$ cat config.mk
export PLATFORM = sky130hd
export DESIGN_NAME = pgx_header_parser_core
export DESIGN_NICKNAME = d
export VERILOG_FILES = /design/src/sv/pgxhp_pkg.sv /design/src/sv/pgxhp_step.sv /design/src/sv/pgx_header_parser_core.sv
export SDC_FILE = /design/constraint.sdc
export NUM_CORES = 1
export LEC_CHECK = 0
export BUFFER_PORTS_ARGS = -buffer_cell sky130_fd_sc_hd__buf_2
export CAP_MARGIN = 40
export CORE_MARGIN = 4
export CORE_UTILIZATION = 40
export CTS_BUF_LIST = sky130_fd_sc_hd__clkbuf_16
export DETAILED_ROUTE_END_ITERATION = 12
export GPL_ROUTABILITY_DRIVEN = 0
export PLACE_DENSITY_LB_ADDON = 0.1
export RECOVER_POWER = 50
export SYNTH_ARGS = -nofsm -noshare
export SYNTH_HDL_FRONTEND = slang
export SYNTH_SLANG_ARGS = --single-unit
$ cat constraint.sdc
create_clock -name aclk -period 6.2 [get_ports aclk]
set_input_delay 1.55 -clock aclk [delete_from_list [all_inputs] [get_ports aclk]]
set_output_delay 1.55 -clock aclk [all_outputs]
set_load 0.05 [all_outputs]
$ cat src/sv/pgxhp_pkg.sv
`timescale 1ns / 1ps
// Package for the PGX header parser: parse phases, skip modes, error codes,
// byte constants and the state and result structs. No dependencies.
package pgxhp_pkg;

    // Bytes that the header grammar looks for
    localparam logic [7:0] CH_P     = 8'h50;
    localparam logic [7:0] CH_G     = 8'h47;
    localparam logic [7:0] CH_L     = 8'h4C;
    localparam logic [7:0] CH_M     = 8'h4D;
    localparam logic [7:0] CH_HASH  = 8'h23;
    localparam logic [7:0] CH_PLUS  = 8'h2B;
    localparam logic [7:0] CH_MINUS = 8'h2D;
    localparam logic [7:0] CH_ZERO  = 8'h30;
    localparam logic [7:0] CH_NINE  = 8'h39;
    localparam logic [7:0] CH_SPACE = 8'h20;
    localparam logic [7:0] CH_TAB   = 8'h09;
    localparam logic [7:0] CH_LF    = 8'h0A;

    localparam int unsigned NUM_W   = 16;
    localparam int unsigned ALIGN_W = 3;   // allocation rounds to 8 bits

    typedef enum logic [3:0] {
        PH_MAGIC1      = 4'd0,
        PH_MAGIC2      = 4'd1,
        PH_ORDER1      = 4'd2,
        PH_ORDER2      = 4'd3,
        PH_SIGN        = 4'd4,
        PH_BITS_START  = 4'd5,
        PH_BITS_DIGITS = 4'd6,
        PH_COLS_START  = 4'd7,
        PH_COLS_DIGITS = 4'd8,
        PH_ROWS_START  = 4'd9,
        PH_ROWS_DIGITS = 4'd10
    } pgxhp_phase_t;

    typedef enum logic [1:0] {
        SK_BLANKS      = 2'd0,
        SK_COMMENT     = 2'd1,
        SK_BLANKS_ONLY = 2'd2
    } pgxhp_skip_t;

    typedef enum logic [2:0] {
        ERR_OK         = 3'd0,
        ERR_MAGIC      = 3'd1,
        ERR_ORDER      = 3'd2,
        ERR_SIGN       = 3'd3,
        ERR_NO_NUMBER  = 3'd4,
        ERR_STREAM_END = 3'd5,
        ERR_TOO_LARGE  = 3'd6
    } pgxhp_err_t;

    typedef struct packed {
        pgxhp_phase_t      phase;
        pgxhp_skip_t       skip;
        logic [NUM_W-1:0]  acc;
        logic [NUM_W-1:0]  bits;
        logic [NUM_W-1:0]  cols;
        logic              little_endian;
        logic              is_signed;
        logic [7:0]        first_letter;
    } pgxhp_state_t;

    typedef struct packed {
        logic              valid;
        pgxhp_err_t        err;
        logic              little_endian;
        logic              is_signed;
        logic [NUM_W-1:0]  bit_depth;
        logic [NUM_W-1:0]  bits_allocated;
        logic [NUM_W-1:0]  column_count;
        logic [NUM_W-1:0]  row_count;
    } pgxhp_result_t;

    localparam pgxhp_state_t STATE_RESET = '{
        phase:         PH_MAGIC1,
        skip:          SK_BLANKS,
        acc:           '0,
        bits:          '0,
        cols:          '0,
        little_endian: 1'b0,
        is_signed:     1'b0,
        first_letter:  '0
    };

endpackage

$ cat src/sv/pgxhp_step.sv
`timescale 1ns / 1ps
// Single-byte parse step: next parser state and the optional result item.
// Depends on pgxhp_pkg.
module pgxhp_step (
    input  pgxhp_pkg::pgxhp_state_t  cur,
    input  logic [7:0]               data_byte,
    input  logic                     end_of_stream,
    output pgxhp_pkg::pgxhp_state_t  nxt,
    output pgxhp_pkg::pgxhp_result_t res
);

    logic                    is_blank;
    logic                    is_digit;
    logic [3:0]              dval;
    logic                    tok;
    pgxhp_pkg::pgxhp_skip_t  skip_tok;
    logic [19:0]             acc_x10;
    logic                    fin;
    pgxhp_pkg::pgxhp_err_t   fin_err;
    logic [16:0]             bits_round;

    assign is_blank = (data_byte == pgxhp_pkg::CH_SPACE) || (data_byte == pgxhp_pkg::CH_TAB)
                   || (data_byte == pgxhp_pkg::CH_LF);
    assign is_digit = (data_byte >= pgxhp_pkg::CH_ZERO) && (data_byte <= pgxhp_pkg::CH_NINE);
    assign dval     = data_byte[3:0];
    assign acc_x10  = {1'b0, cur.acc, 3'b000} + {3'b000, cur.acc, 1'b0} + {16'd0, dval};

    // Token gate: skip blanks and at most one comment line before a token
    always_comb begin
        tok      = 1'b0;
        skip_tok = cur.skip;
        if (cur.skip == pgxhp_pkg::SK_COMMENT) begin
            if (data_byte == pgxhp_pkg::CH_LF) begin
                skip_tok = pgxhp_pkg::SK_BLANKS_ONLY;
            end
        end else if (is_blank) begin
            skip_tok = cur.skip;
        end else if (cur.skip == pgxhp_pkg::SK_BLANKS && data_byte == pgxhp_pkg::CH_HASH) begin
            skip_tok = pgxhp_pkg::SK_COMMENT;
        end else begin
            skip_tok = pgxhp_pkg::SK_BLANKS;
            tok      = 1'b1;
        end
    end

    // Next state
    always_comb begin
        nxt     = cur;
        fin     = 1'b0;
        fin_err = pgxhp_pkg::ERR_OK;
        if (end_of_stream) begin
            fin     = 1'b1;
            fin_err = pgxhp_pkg::ERR_STREAM_END;
        end else begin
            case (cur.phase)
                pgxhp_pkg::PH_MAGIC1, pgxhp_pkg::PH_ORDER1: begin
                    nxt.skip = skip_tok;
                    if (tok) begin
                        nxt.first_letter = data_byte;
                        nxt.phase = (cur.phase == pgxhp_pkg::PH_MAGIC1) ?
                                    pgxhp_pkg::PH_MAGIC2 : pgxhp_pkg::PH_ORDER2;
                    end
                end
                pgxhp_pkg::PH_MAGIC2: begin
                    if (cur.first_letter != pgxhp_pkg::CH_P || data_byte != pgxhp_pkg::CH_G) begin
                        fin     = 1'b1;
                        fin_err = pgxhp_pkg::ERR_MAGIC;
                    end else begin
                        nxt.phase = pgxhp_pkg::PH_ORDER1;
                    end
                end
                pgxhp_pkg::PH_ORDER2: begin
                    if (cur.first_letter == pgxhp_pkg::CH_L && data_byte == pgxhp_pkg::CH_M) begin
                        nxt.little_endian = 1'b1;
                        nxt.is_signed     = 1'b0;
                        nxt.phase         = pgxhp_pkg::PH_SIGN;
                    end else if (cur.first_letter == pgxhp_pkg::CH_M
                                 && data_byte == pgxhp_pkg::CH_L) begin
                        nxt.little_endian = 1'b0;
                        nxt.is_signed     = 1'b0;
                        nxt.phase         = pgxhp_pkg::PH_SIGN;
                    end else begin
                        fin     = 1'b1;
                        fin_err = pgxhp_pkg::ERR_ORDER;
                    end
                end
                pgxhp_pkg::PH_SIGN: begin
                    nxt.skip = skip_tok;
                    if (tok) begin
                        if (data_byte == pgxhp_pkg::CH_PLUS || data_byte == pgxhp_pkg::CH_MINUS) begin
                            nxt.is_signed = cur.is_signed | (data_byte == pgxhp_pkg::CH_MINUS);
                            nxt.phase     = pgxhp_pkg::PH_BITS_START;
                        end else if (is_digit) begin
                            nxt.acc   = {12'd0, dval};
                            nxt.phase = pgxhp_pkg::PH_BITS_DIGITS;
                        end else begin
                            fin     = 1'b1;
                            fin_err = pgxhp_pkg::ERR_SIGN;
                        end
                    end
                end
                pgxhp_pkg::PH_BITS_START, pgxhp_pkg::PH_COLS_START,
                pgxhp_pkg::PH_ROWS_START: begin
                    nxt.skip = skip_tok;
                    if (tok) begin
                        if (!is_digit) begin
                            fin     = 1'b1;
                            fin_err = pgxhp_pkg::ERR_NO_NUMBER;
                        end else begin
                            nxt.acc   = {12'd0, dval};
                            nxt.phase = pgxhp_pkg::pgxhp_phase_t'(cur.phase + 4'd1);
                        end
                    end
                end
                pgxhp_pkg::PH_BITS_DIGITS, pgxhp_pkg::PH_COLS_DIGITS,
                pgxhp_pkg::PH_ROWS_DIGITS: begin
                    if (is_digit) begin
                        if (acc_x10[19:16] != 4'd0) begin
                            fin     = 1'b1;
                            fin_err = pgxhp_pkg::ERR_TOO_LARGE;
                        end else begin
                            nxt.acc = acc_x10[15:0];
                        end
                    end else if (cur.phase == pgxhp_pkg::PH_ROWS_DIGITS) begin
                        fin     = 1'b1;
                        fin_err = pgxhp_pkg::ERR_OK;
                    end else begin
                        if (cur.phase == pgxhp_pkg::PH_BITS_DIGITS) begin
                            nxt.bits  = cur.acc;
                            nxt.phase = pgxhp_pkg::PH_COLS_START;
                        end else begin
                            nxt.cols  = cur.acc;
                            nxt.phase = pgxhp_pkg::PH_ROWS_START;
                        end
                        nxt.acc  = '0;
                        nxt.skip = pgxhp_pkg::SK_BLANKS;
                    end
                end
                default: begin
                    nxt = pgxhp_pkg::STATE_RESET;
                end
            endcase
        end
        if (fin) begin
            nxt = pgxhp_pkg::STATE_RESET;
        end
    end

    assign bits_round = {1'b0, cur.bits} + 17'd7;

    // Result item
    always_comb begin
        res       = '0;
        res.valid = fin;
        res.err   = fin_err;
        if (fin && fin_err == pgxhp_pkg::ERR_OK) begin
            res.little_endian  = cur.little_endian;
            res.is_signed      = cur.is_signed;
            res.bit_depth      = cur.bits;
            res.bits_allocated = {bits_round[15:pgxhp_pkg::ALIGN_W],
                                  {pgxhp_pkg::ALIGN_W{1'b0}}};
            res.column_count   = cur.cols;
            res.row_count      = cur.acc;
        end
    end

endmodule

$ cat src/sv/pgx_header_parser_core.sv
`timescale 1ns / 1ps
// Top level of the PGX header parser: input register, parse step, result register.
// Depends on pgxhp_pkg and pgxhp_step.

// The block takes one header byte per item on the s_ channel and emits at most one
// result item on the m_ channel for each header: when "PG", the byte order, the
// optional sign and the bit depth, column and row numbers have all been read, or at
// the first error. Throughput is one byte per clock while s_ready is high. An
// accepted byte is held in the input register while the step logic parses it; the
// result register loads when that byte advances, and m_valid rises with it. The
// step logic computes the next parse state combinationally, and the state register
// loads it when the byte advances. Bytes that finish no header keep flowing while
// a result waits; only a byte that finishes the next header is held in the input
// register, with s_ready low, until m_ready takes the waiting result. After every
// result the parser is back in its start state and the next byte begins a new
// header. On error, all fields other than m_error_code are zero.
module pgx_header_parser_core (
    input  logic        aclk,
    input  logic        aresetn,
    input  logic        s_valid,
    output logic        s_ready,
    input  logic [7:0]  s_data_byte,
    input  logic        s_end_of_stream,
    output logic        m_valid,
    input  logic        m_ready,
    output logic [2:0]  m_error_code,
    output logic        m_little_endian,
    output logic        m_is_signed,
    output logic [15:0] m_bit_depth,
    output logic [15:0] m_bits_allocated,
    output logic [15:0] m_column_count,
    output logic [15:0] m_row_count
);

    // Input register
    logic        in_valid_reg;
    logic        in_valid_next;
    logic [7:0]  in_byte_reg;
    logic        in_eos_reg;

    // Parser state and result register
    pgxhp_pkg::pgxhp_state_t  state_reg;
    pgxhp_pkg::pgxhp_state_t  state_next;
    pgxhp_pkg::pgxhp_result_t step_res;
    pgxhp_pkg::pgxhp_result_t res_reg;
    logic                     m_valid_reg;
    logic                     m_valid_next;

    logic advance;

    // Advance the held byte when it makes no result, or when the result slot is
    // free or being emptied
    assign advance = in_valid_reg && (!step_res.valid || !m_valid_reg || m_ready);
    assign s_ready = !in_valid_reg || advance;

    always_comb begin
        in_valid_next = in_valid_reg;
        if (s_valid && s_ready) begin
            in_valid_next = 1'b1;
        end else if (advance) begin
            in_valid_next = 1'b0;
        end
    end

    always_comb begin
        m_valid_next = m_valid_reg;
        if (m_valid_reg && m_ready) begin
            m_valid_next = 1'b0;
        end
        if (advance && step_res.valid) begin
            m_valid_next = 1'b1;
        end
    end

    pgxhp_step u_step (
        .cur           (state_reg),
        .data_byte     (in_byte_reg),
        .end_of_stream (in_eos_reg),
        .nxt           (state_next),
        .res           (step_res)
    );

    always_ff @(posedge aclk) begin
        if (!aresetn) begin
            in_valid_reg <= 1'b0;
            m_valid_reg  <= 1'b0;
            state_reg    <= pgxhp_pkg::STATE_RESET;
        end else begin
            in_valid_reg <= in_valid_next;
            m_valid_reg  <= m_valid_next;
            if (advance) begin
                state_reg <= state_next;
            end
        end
    end

    // Payload registers: the input byte captures on accept, the result when a result advances; both hold otherwise
    always_ff @(posedge aclk) begin
        if (s_valid && s_ready) begin
            in_byte_reg <= s_data_byte;
            in_eos_reg  <= s_end_of_stream;
        end
        if (advance && step_res.valid) begin
            res_reg <= step_res;
        end
    end

    assign m_valid          = m_valid_reg;
    assign m_error_code     = res_reg.err;
    assign m_little_endian  = res_reg.little_endian;
    assign m_is_signed      = res_reg.is_signed;
    assign m_bit_depth      = res_reg.bit_depth;
    assign m_bits_allocated = res_reg.bits_allocated;
    assign m_column_count   = res_reg.column_count;
    assign m_row_count      = res_reg.row_count;

endmodule

==> results of run 1 <==
[metrics by stage]
step                power (mW)  cells  setup WS (ns)
floorplan                1.166    700         0.8025
global placement         1.204    977         0.9654
detailed placement       1.207    979         0.8228
CTS                      2.238   1011         0.3515
global route             2.282   1011        0.03535
finish                   2.216   1011         0.3806
[worst reg2reg max path, stage by stage (launching register included)]
cell	delay (ns)
dfxtp_1	0.44
inv_1	0.10
fa_1	0.52
fa_1	0.47
nor2b_1	0.18
o31ai_1	0.10
a21oi_1	0.19
o21ai_0	0.11
a21oi_1	0.27
mux2i_1	0.60
a31oi_4	0.16
clkbuf_2	0.86
or2_1	0.80
a31o_2	0.35
[area by class of cell]
class	count	area [µm²]	area share, %
repair buffers	90	384.1	4.564
well taps	229	286.5	3.404
clock buffers	17	425.4	5.054
multi-input cells	495	3486	41.42
flip-flops and latches	141	3573	42.46
inverters	24	90.09	1.070
clock inverters	15	171.4	2.037
[logic make-up after synthesis]
group	count (synthesis)
compound gates	154
other cells	1
simple gates	268
mux	2
buf+inv	64
xor+xnor	31
fa+ha+maj	37
flops	141
[path summary, 6_finish.rpt]
path                              start                    endpoint  slack (ns)  cells after the start
max          state_reg[42]$_SDFFE_PN0P_                     s_ready        0.38                     12
min           state_reg[5]$_SDFFE_PN0P_   state_reg[5]$_SDFFE_PN0P_        0.48                      1
max reg2reg  state_reg[42]$_SDFFE_PN0P_  state_reg[13]$_SDFFE_PN0P_        0.93                     13
min reg2reg   state_reg[5]$_SDFFE_PN0P_   state_reg[5]$_SDFFE_PN0P_        0.48                      1
[power by group through the flow]
stage               combinational, mW  clock (mW)  sequential (mW)
floorplan                      0.0662           0             1.10
global placement                0.168           0             1.04
detailed placement              0.170           0             1.04
CTS                             0.170        1.05             1.02
global route                    0.174        1.09             1.02
finish                          0.163        1.04             1.02
[layer usage]
metal | global-route usage, % | up-vias | part of all wire (%)
met4 | 5.302 | 0 | 1.5
met1 | 23.47 | 2602 | 46
met2 | 28.44 | 205 | 46
li1 | - | 2705 | -
met3 | 3.394 | 27 | 6.4
met5 | 0 | - | 0
[placed cells by master (no fill, tap or decap), drive strengths merged, types with 4 or more instances in the layout]
| cell | instances |
|---|---|
| clkbuf | 87 |
| edfxtp | 75 |
| and2 | 67 |
| dfxtp | 66 |
| nand2 | 58 |
| nor3 | 41 |
| ha | 35 |
| a31o | 33 |
| nor2 | 30 |
| inv | 28 |
| a21oi | 25 |
| a22o | 23 |
| buf | 20 |
| xnor2 | 19 |
| o21ai | 18 |
| nand3 | 13 |
| xor2 | 12 |
| nand4 | 9 |
| nand2b | 7 |
| a21o | 7 |
| and3 | 6 |
| a22oi | 6 |
| clkinv | 6 |
| nor2b | 5 |
| o2bb2ai | 5 |
| nor4b | 5 |
| a31oi | 5 |
| nor4 | 5 |
| o31ai | 4 |
| or2 | 4 |
==> summary.md, run 1 <==
| Metric | Value |
|---|---|
| Outcome | finished, violations left |
| Failing checks | capacitance limit, slew limit |
| Slew headroom | -3.490% |
| Comb power frac | under 10% |
| First-pass GRT wire length | 28.32 mm |
| Compound-gate portion of the synthesized area | between 10% and 20% |
| Worst hold path type | register to register |
| Clock Sinks | roughly 140 |
| FFs w/ async S/R, synth | 0% |
| Prevailing post-synth register cell | edfxtp_1 |
| Total track usage | 17.37% |
| Critical path arrival | 4.27 ns |
| Synth Area in XOR/XNOR | 3.706% |
| Final net count | 819 |
| DRT iter0 DRCs | roughly 510 |
| Top-count cell post-synth | edfxtp_1 |
| Dpl cell area | 7916 µm² |
| CP bufs+invs | 2 |
| CTS tree | yes |
| Final worst-path cycle share | 93.86% |
| Num rows | 49 |
| Post-route design area | ~8400 µm² |
| F_max | roughly 170 MHz |
| Area Overhead vs Synth | 14.87% |
| Sequential share of the synthesized area | approximately 49% |
| Leak | roughly 3.2 nW |
| Layout fillers | ~1.7k |
| Simple-gate share of the synthesized area | 20.54% |
| Post-Synthesis Cells | approximately 700 |
| Post-synth cell types | 75 |
| Mux contribution to synthesized area | less than 1% |
| Crit path time final | 5.819 ns |
| Max reg flops | 64 |
| Longest Clk Path Bufs | 2 |
| DRC | 0 |
| Pin count of the biggest net entering global routing | 65 |
| H-tree depth | 4 |
| CP max FO | 10 |
| Port buffer count | 80 |
| Initial antenna violation count | 0 |
| Clk_skew | between 0.006 and 0.007 ns |
| P_sw | approximately 550 µW |
| Sw Ratio | 24.85% |
| DR WL/cell | about 17 µm |
| Yosys top cell by area | edfxtp_1 |
| Avg Cell Area, Syn | ~10 µm² |
| Largest family of logic cells by synthesized area | simple AND/OR/NAND/NOR gates |
| Remaining antenna violation count | 0 |
| IO Pins | 84 |
| Crit-path cells | inv_1, fa_1, fa_1, nor2b_1, o31ai_1, a21oi_1, o21ai_0, a21oi_1, mux2i_1, nand3_2, nand3_1, buf_2 |
| Setup_tns | 0 ns |
| Dpl hpwl | around 12 mm |
| Core area | roughly 18,000 µm² |
| Crit path largest cell delay | 0.60 ns |
| Vias | between 5k and 6k |
| Number of flops mapped to enable cells by yosys | 75 |
| Top cells by count, synth | edfxtp_1 (75), and2_1 (67), dfxtp_1 (66), nand2_1 (58), nor3_1 (38) |
| Register bit total from synthesis | around 140 |
| Slowest cell on crit path | mux2i_1 |
| Synth top area share | between 30 and 40% |
| Clock insertion delay at the later pin of the skew report | 0.42 ns |
| # Post-CTS Setup Buffers | 0 |
| Max_cap viols | 1 |
| Cell family with most CP delay | adder cells |
| CP Data Required Time | ~4.7 ns |
| Share of cells above drive strength 1 | 9.719% |
| P per Cell Area | between 200 and 300 nW/µm² |
| Hold_buf cts | 0 |
| RSZ-0062 raised after global routing | no |
| Slew @ Worst Pin | between 1.5 and 2 ns |
| Post-Syn Area | roughly 7300 µm² |
| Post-cts sizing count | 0 |
| Total grt overflow | 0 |
| Worst setup EP type | primary output |
| Final setup viols | 0 |
| Chip Width | 143.3 µm |
| Die ar. | between 20,000 and 25,000 µm² |
| Adder-cell share of the synthesized area | 6.523% |
| Seq pwr share | a little under half |
| Final wirelength | roughly 18 mm |
| Final core utilization | a little under half |
| Synth top area cells | edfxtp_1 (31%), dfxtp_1 (18%), ha_1 (6.0%), and2_1 (5.7%), nand2_1 (3.0%) |
| Root buf cell | clkbuf_16 |
| Routed vias/inst | between 5 and 6 |
| Final hold slack | 0.4758 ns |
| Vias in the first global route | between 5k and 6k |
| WS Path Type | register to primary output |
| Die height | approximately 140 µm |
| Starting density of the core | about 41% |
| Hold Fails Final Rpt | 0 |
| Peak VDD IR | ~0.00018 V |
| Int Pwr | between 1.5 and 2 mW |
| Nature of the critical path startpoint | register |
| Clock power share | a little under half |
| First-pass DRT Iterations | 5 |
| Yosys warnings | 0 |
| N_diodes | 0 |
| Clock-pin slew on the worst setup and hold paths | about 0.060 ns |
| TritonCTS Buffers | 17 |
| Max-slew violation count | 65 |
Note: power is estimated with default switching activity, not from simulation.
==> run 2, diff against run 1 <==
- SYNTH_HIERARCHICAL: unset -> 1
==> summary.md, run 2 <==
| Metric | Value |
|---|---|
| Outcome | finished, final reports clean |
| Routed vias/inst | roughly 5.4 |
| CP Data Required Time | roughly 4.7 ns |
| Hold_buf cts | 0 |
| Post-Syn Area | 8688 µm² |
| Post-route insts no fill | roughly 1.3k |
| Comb power frac | 8.7% |
| Setup_tns | 0 ns |
| Avg Cell Area, Syn | approximately 9.4 µm² |
| Remaining antenna violation count | 0 |
| Peak VDD IR | about 0.00017 V |
| F_max | approximately 170 MHz |
| Total track usage | a little under a fifth |
| Port buffer count | 83 |
| Hold Fails Final Rpt | 0 |
| Register bit total from synthesis | 144 |
| Vias in the first global route | about 6.7k |
| Post-route design area | roughly 10000 µm² |
| Longest Clk Path Bufs | 2 |
| Clock insertion delay at the later pin of the skew report | 0.43 ns |
| Clock-pin slew on the worst setup and hold paths | around 0.060 ns |
| Crit path largest cell delay | approximately 0.52 ns |
| Starting density of the core | 40.94% |
| Critical path arrival | roughly 4.4 ns |
| Number of flops mapped to enable cells by yosys | 78 |
| CP max FO | 7 |
| RSZ-0062 raised after global routing | no |
| Worst hold path type | register to register |
| IO Pins | 84 |
| Reg2Reg Depth | 13 |
| Worst hold start | state_reg[18]$_SDFFE_PN0P_ |
| Top-count cell post-synth | nand2_1 |
| CTS tree | yes |
| Top cells by count, synth | nand2_1 (161), nor2_1 (80), edfxtp_1 (78), and2_1 (68), dfxtp_1 (66) |
| Commonest non-fill, non-tap cell in the layout | nand2_1 |
| FFs w/ async S/R, synth | 0% |
| Sequential share of the synthesized area | between 40% and 50% |
| First-pass DRT Iterations | 5 |
| Vias | around 7k |
| PnR worst setup slack | 0.2925 ns |
| Clk_skew | between 0.015 and 0.02 ns |
| Crit path time final | 5.907 ns |
| Yosys warnings | 6 |
| Final worst-path cycle share | about 95% |
| DR WL/cell | roughly 18 µm |
| Final core utilization | a little under half |
| Max reg flops | 64 |
| Clock Sinks | 144 |
| Core area | approximately 21,000 µm² |
| Seq pwr share | 44.2% |
| Crit-path cells | inv_1, fa_1, inv_1, fa_1, a21o_1, a221oi_4, o211ai_2, a311o_1, a22oi_2, a31o_2, nand2_1, and2_0, nand2_1, clkbuf_4 |
| Nature of the critical path startpoint | register |
| P per Cell Area | 241.5 nW/µm² |
| Hold Path End | state_reg[18]$_SDFFE_PN0P_ |
| P_sw | 605.9 µW |
| Post-synth cell types | between 70 and 80 |
| TritonCTS Buffers | 17 |
| Slew @ Worst Pin | approximately 1.2 ns |
| Initial antenna violation count | 1 |
| First-pass GRT wire length | approximately 36 mm |
| Slowest cell on crit path | fa_1 |
| Pin count of the biggest net entering global routing | 82 |
| Layout fillers | between 2k and 2.5k |
| Final net count | around 1.0k |
| Total grt overflow | 0 |
| Inst Count DP | approximately 1.2k |
| Pwr Total | approximately 2.4 mW |
| Synth top area cells | edfxtp_1 (27%), dfxtp_1 (15%), mux2i_1 (7.4%), nand2_1 (7.0%), ha_1 (5.2%) |
| Register area | approximately 3700 µm² |
| Max_cap viols | 0 |
| DRT iter0 DRCs | ~410 |
| Dpl cell area | 9211 µm² |
| Max-slew violation count | 0 |
| Yosys top cell by area | edfxtp_1 |
| Pre-CTS setup slack | 0.5189 ns |
| Worst r2r src | in_byte_reg[3]$_DFFE_PP_ |
| Share of cells above drive strength 1 | 8.216% |
| N_diodes | 0 |
| Dpl hpwl | about 15 mm |
| Post-Synthesis Cells | slightly above 900 |
| Critical R2R Capture | m_row_count[6]$_DFFE_PP_ |
| Leak | around 3.5 nW |
| DRC | 0 |
| Most frequent cells in the layout | nand2_1 (161), nor2_1 (79), edfxtp_1 (78) |
| Final setup viols | 0 |
| Die height | 155.4 µm |
| Setup slack, reg-to-reg | 1.05 ns |
| Int Pwr | between 1.5 and 2 mW |
| Worst setup EP type | primary output |
| Num rows | 53 |
| CP startpoint | in_byte_reg[3]$_DFFE_PP_ |
| H-tree depth | 4 |
| Area Overhead vs Synth | 12.44% |
| Prevailing post-synth register cell | edfxtp_1 |
| Area of the multi-input gates | approximately 4600 µm² |
| Root buf cell | clkbuf_16 |
| Sw Ratio | between 20% and 30% |
| Final wirelength | roughly 22 mm |
| Clock power share | a little under half |
| Chip Width | between 150 and 200 µm |
| Slew headroom | a little under a fifth |
| Final hold slack | roughly 0.47 ns |
| Cell family with most CP delay | compound AO/OA/AOI/OAI gates |
| CP bufs+invs | 3 |
| WS Path Type | register to primary output |
| Hold Crit Depth | 2 |
| Die ar. | between 20,000 and 25,000 µm² |
| Synth top area share | about 27% |
==> run 2: cell types whose count changed in the layout (fill, tap and decap cells not counted), moves of 12 or more <==
cell     previous run  this run
a21oi_1            25        37
a22o_1             23         2
a22oi_1             5        54
a31o_1             22         0
and2_0              1        39
and2_1             66        28
mux2i_1             2        64
nand2_1            58       161
nor2_1             29        79
nor3_1             39         7
==> run 2: area by class of cell <==
class                   instances  share of cell area [%]
multi-input cells             702                   46.72
flip-flops and latches        144                   37.51
repair buffers                101                   5.046
clock buffers                  17                   4.355
well taps                     275                   3.522
clock inverters                15                   2.113
inverters                      19                  0.7300
==> run 2: what timing repair did <==
item	CTS	global route
setup endpoints to repair	0	1
gates resized for setup	0	4
buffers inserted	0	2
==> run 2: worst min-delay path, cell delays in order (launching register included) <==
cell and delay [ns]:
dfxtp_1 0.32, nand2_1 0.05, mux2i_1 0.05
==> run 2: worst max path at each step <==
stage                                to  slack (ns)  cells after the start
2_1_floorplan  m_bit_depth[0]$_DFFE_PP_        0.07                     17
3_3_place_gp                    s_ready        0.64                     14
3_5_place_dp                    s_ready        0.52                     14
4_1_cts                         s_ready        0.04                     14
5_1_grt                         s_ready        0.05                     14
6_report                        s_ready        0.29                     14
==> run 2: power by group through the flow <==
stage	registers [mW]	logic (mW)	clock network, mW
final	1.04	0.205	1.11
after detailed placement	1.06	0.213	0
after global placement	1.06	0.212	0
after floorplan	1.13	0.108	0
after CTS	1.04	0.214	1.14
after global routing	1.04	0.220	1.18
==> run 2: layer usage <==
metal  track usage [%]  vias to the layer above  share of wire (%)
met5                 0                        -              0.058
met4             7.378                        2                2.8
met3             3.032                       35                4.0
met2             32.02                      152                 49
met1             23.12                     3313                 44
li1                  -                     3413                  -
==> run 2: kinds of logic after synthesis <==
logic type	after synthesis	synth area share, %
fa+ha+maj	38	5.645
other cells	1	0.04316
xor+xnor	27	2.722
compound gates	180	14.67
buf+inv	80	5.472
simple gates	389	21.77
mux	65	7.503
flops	144	42.17
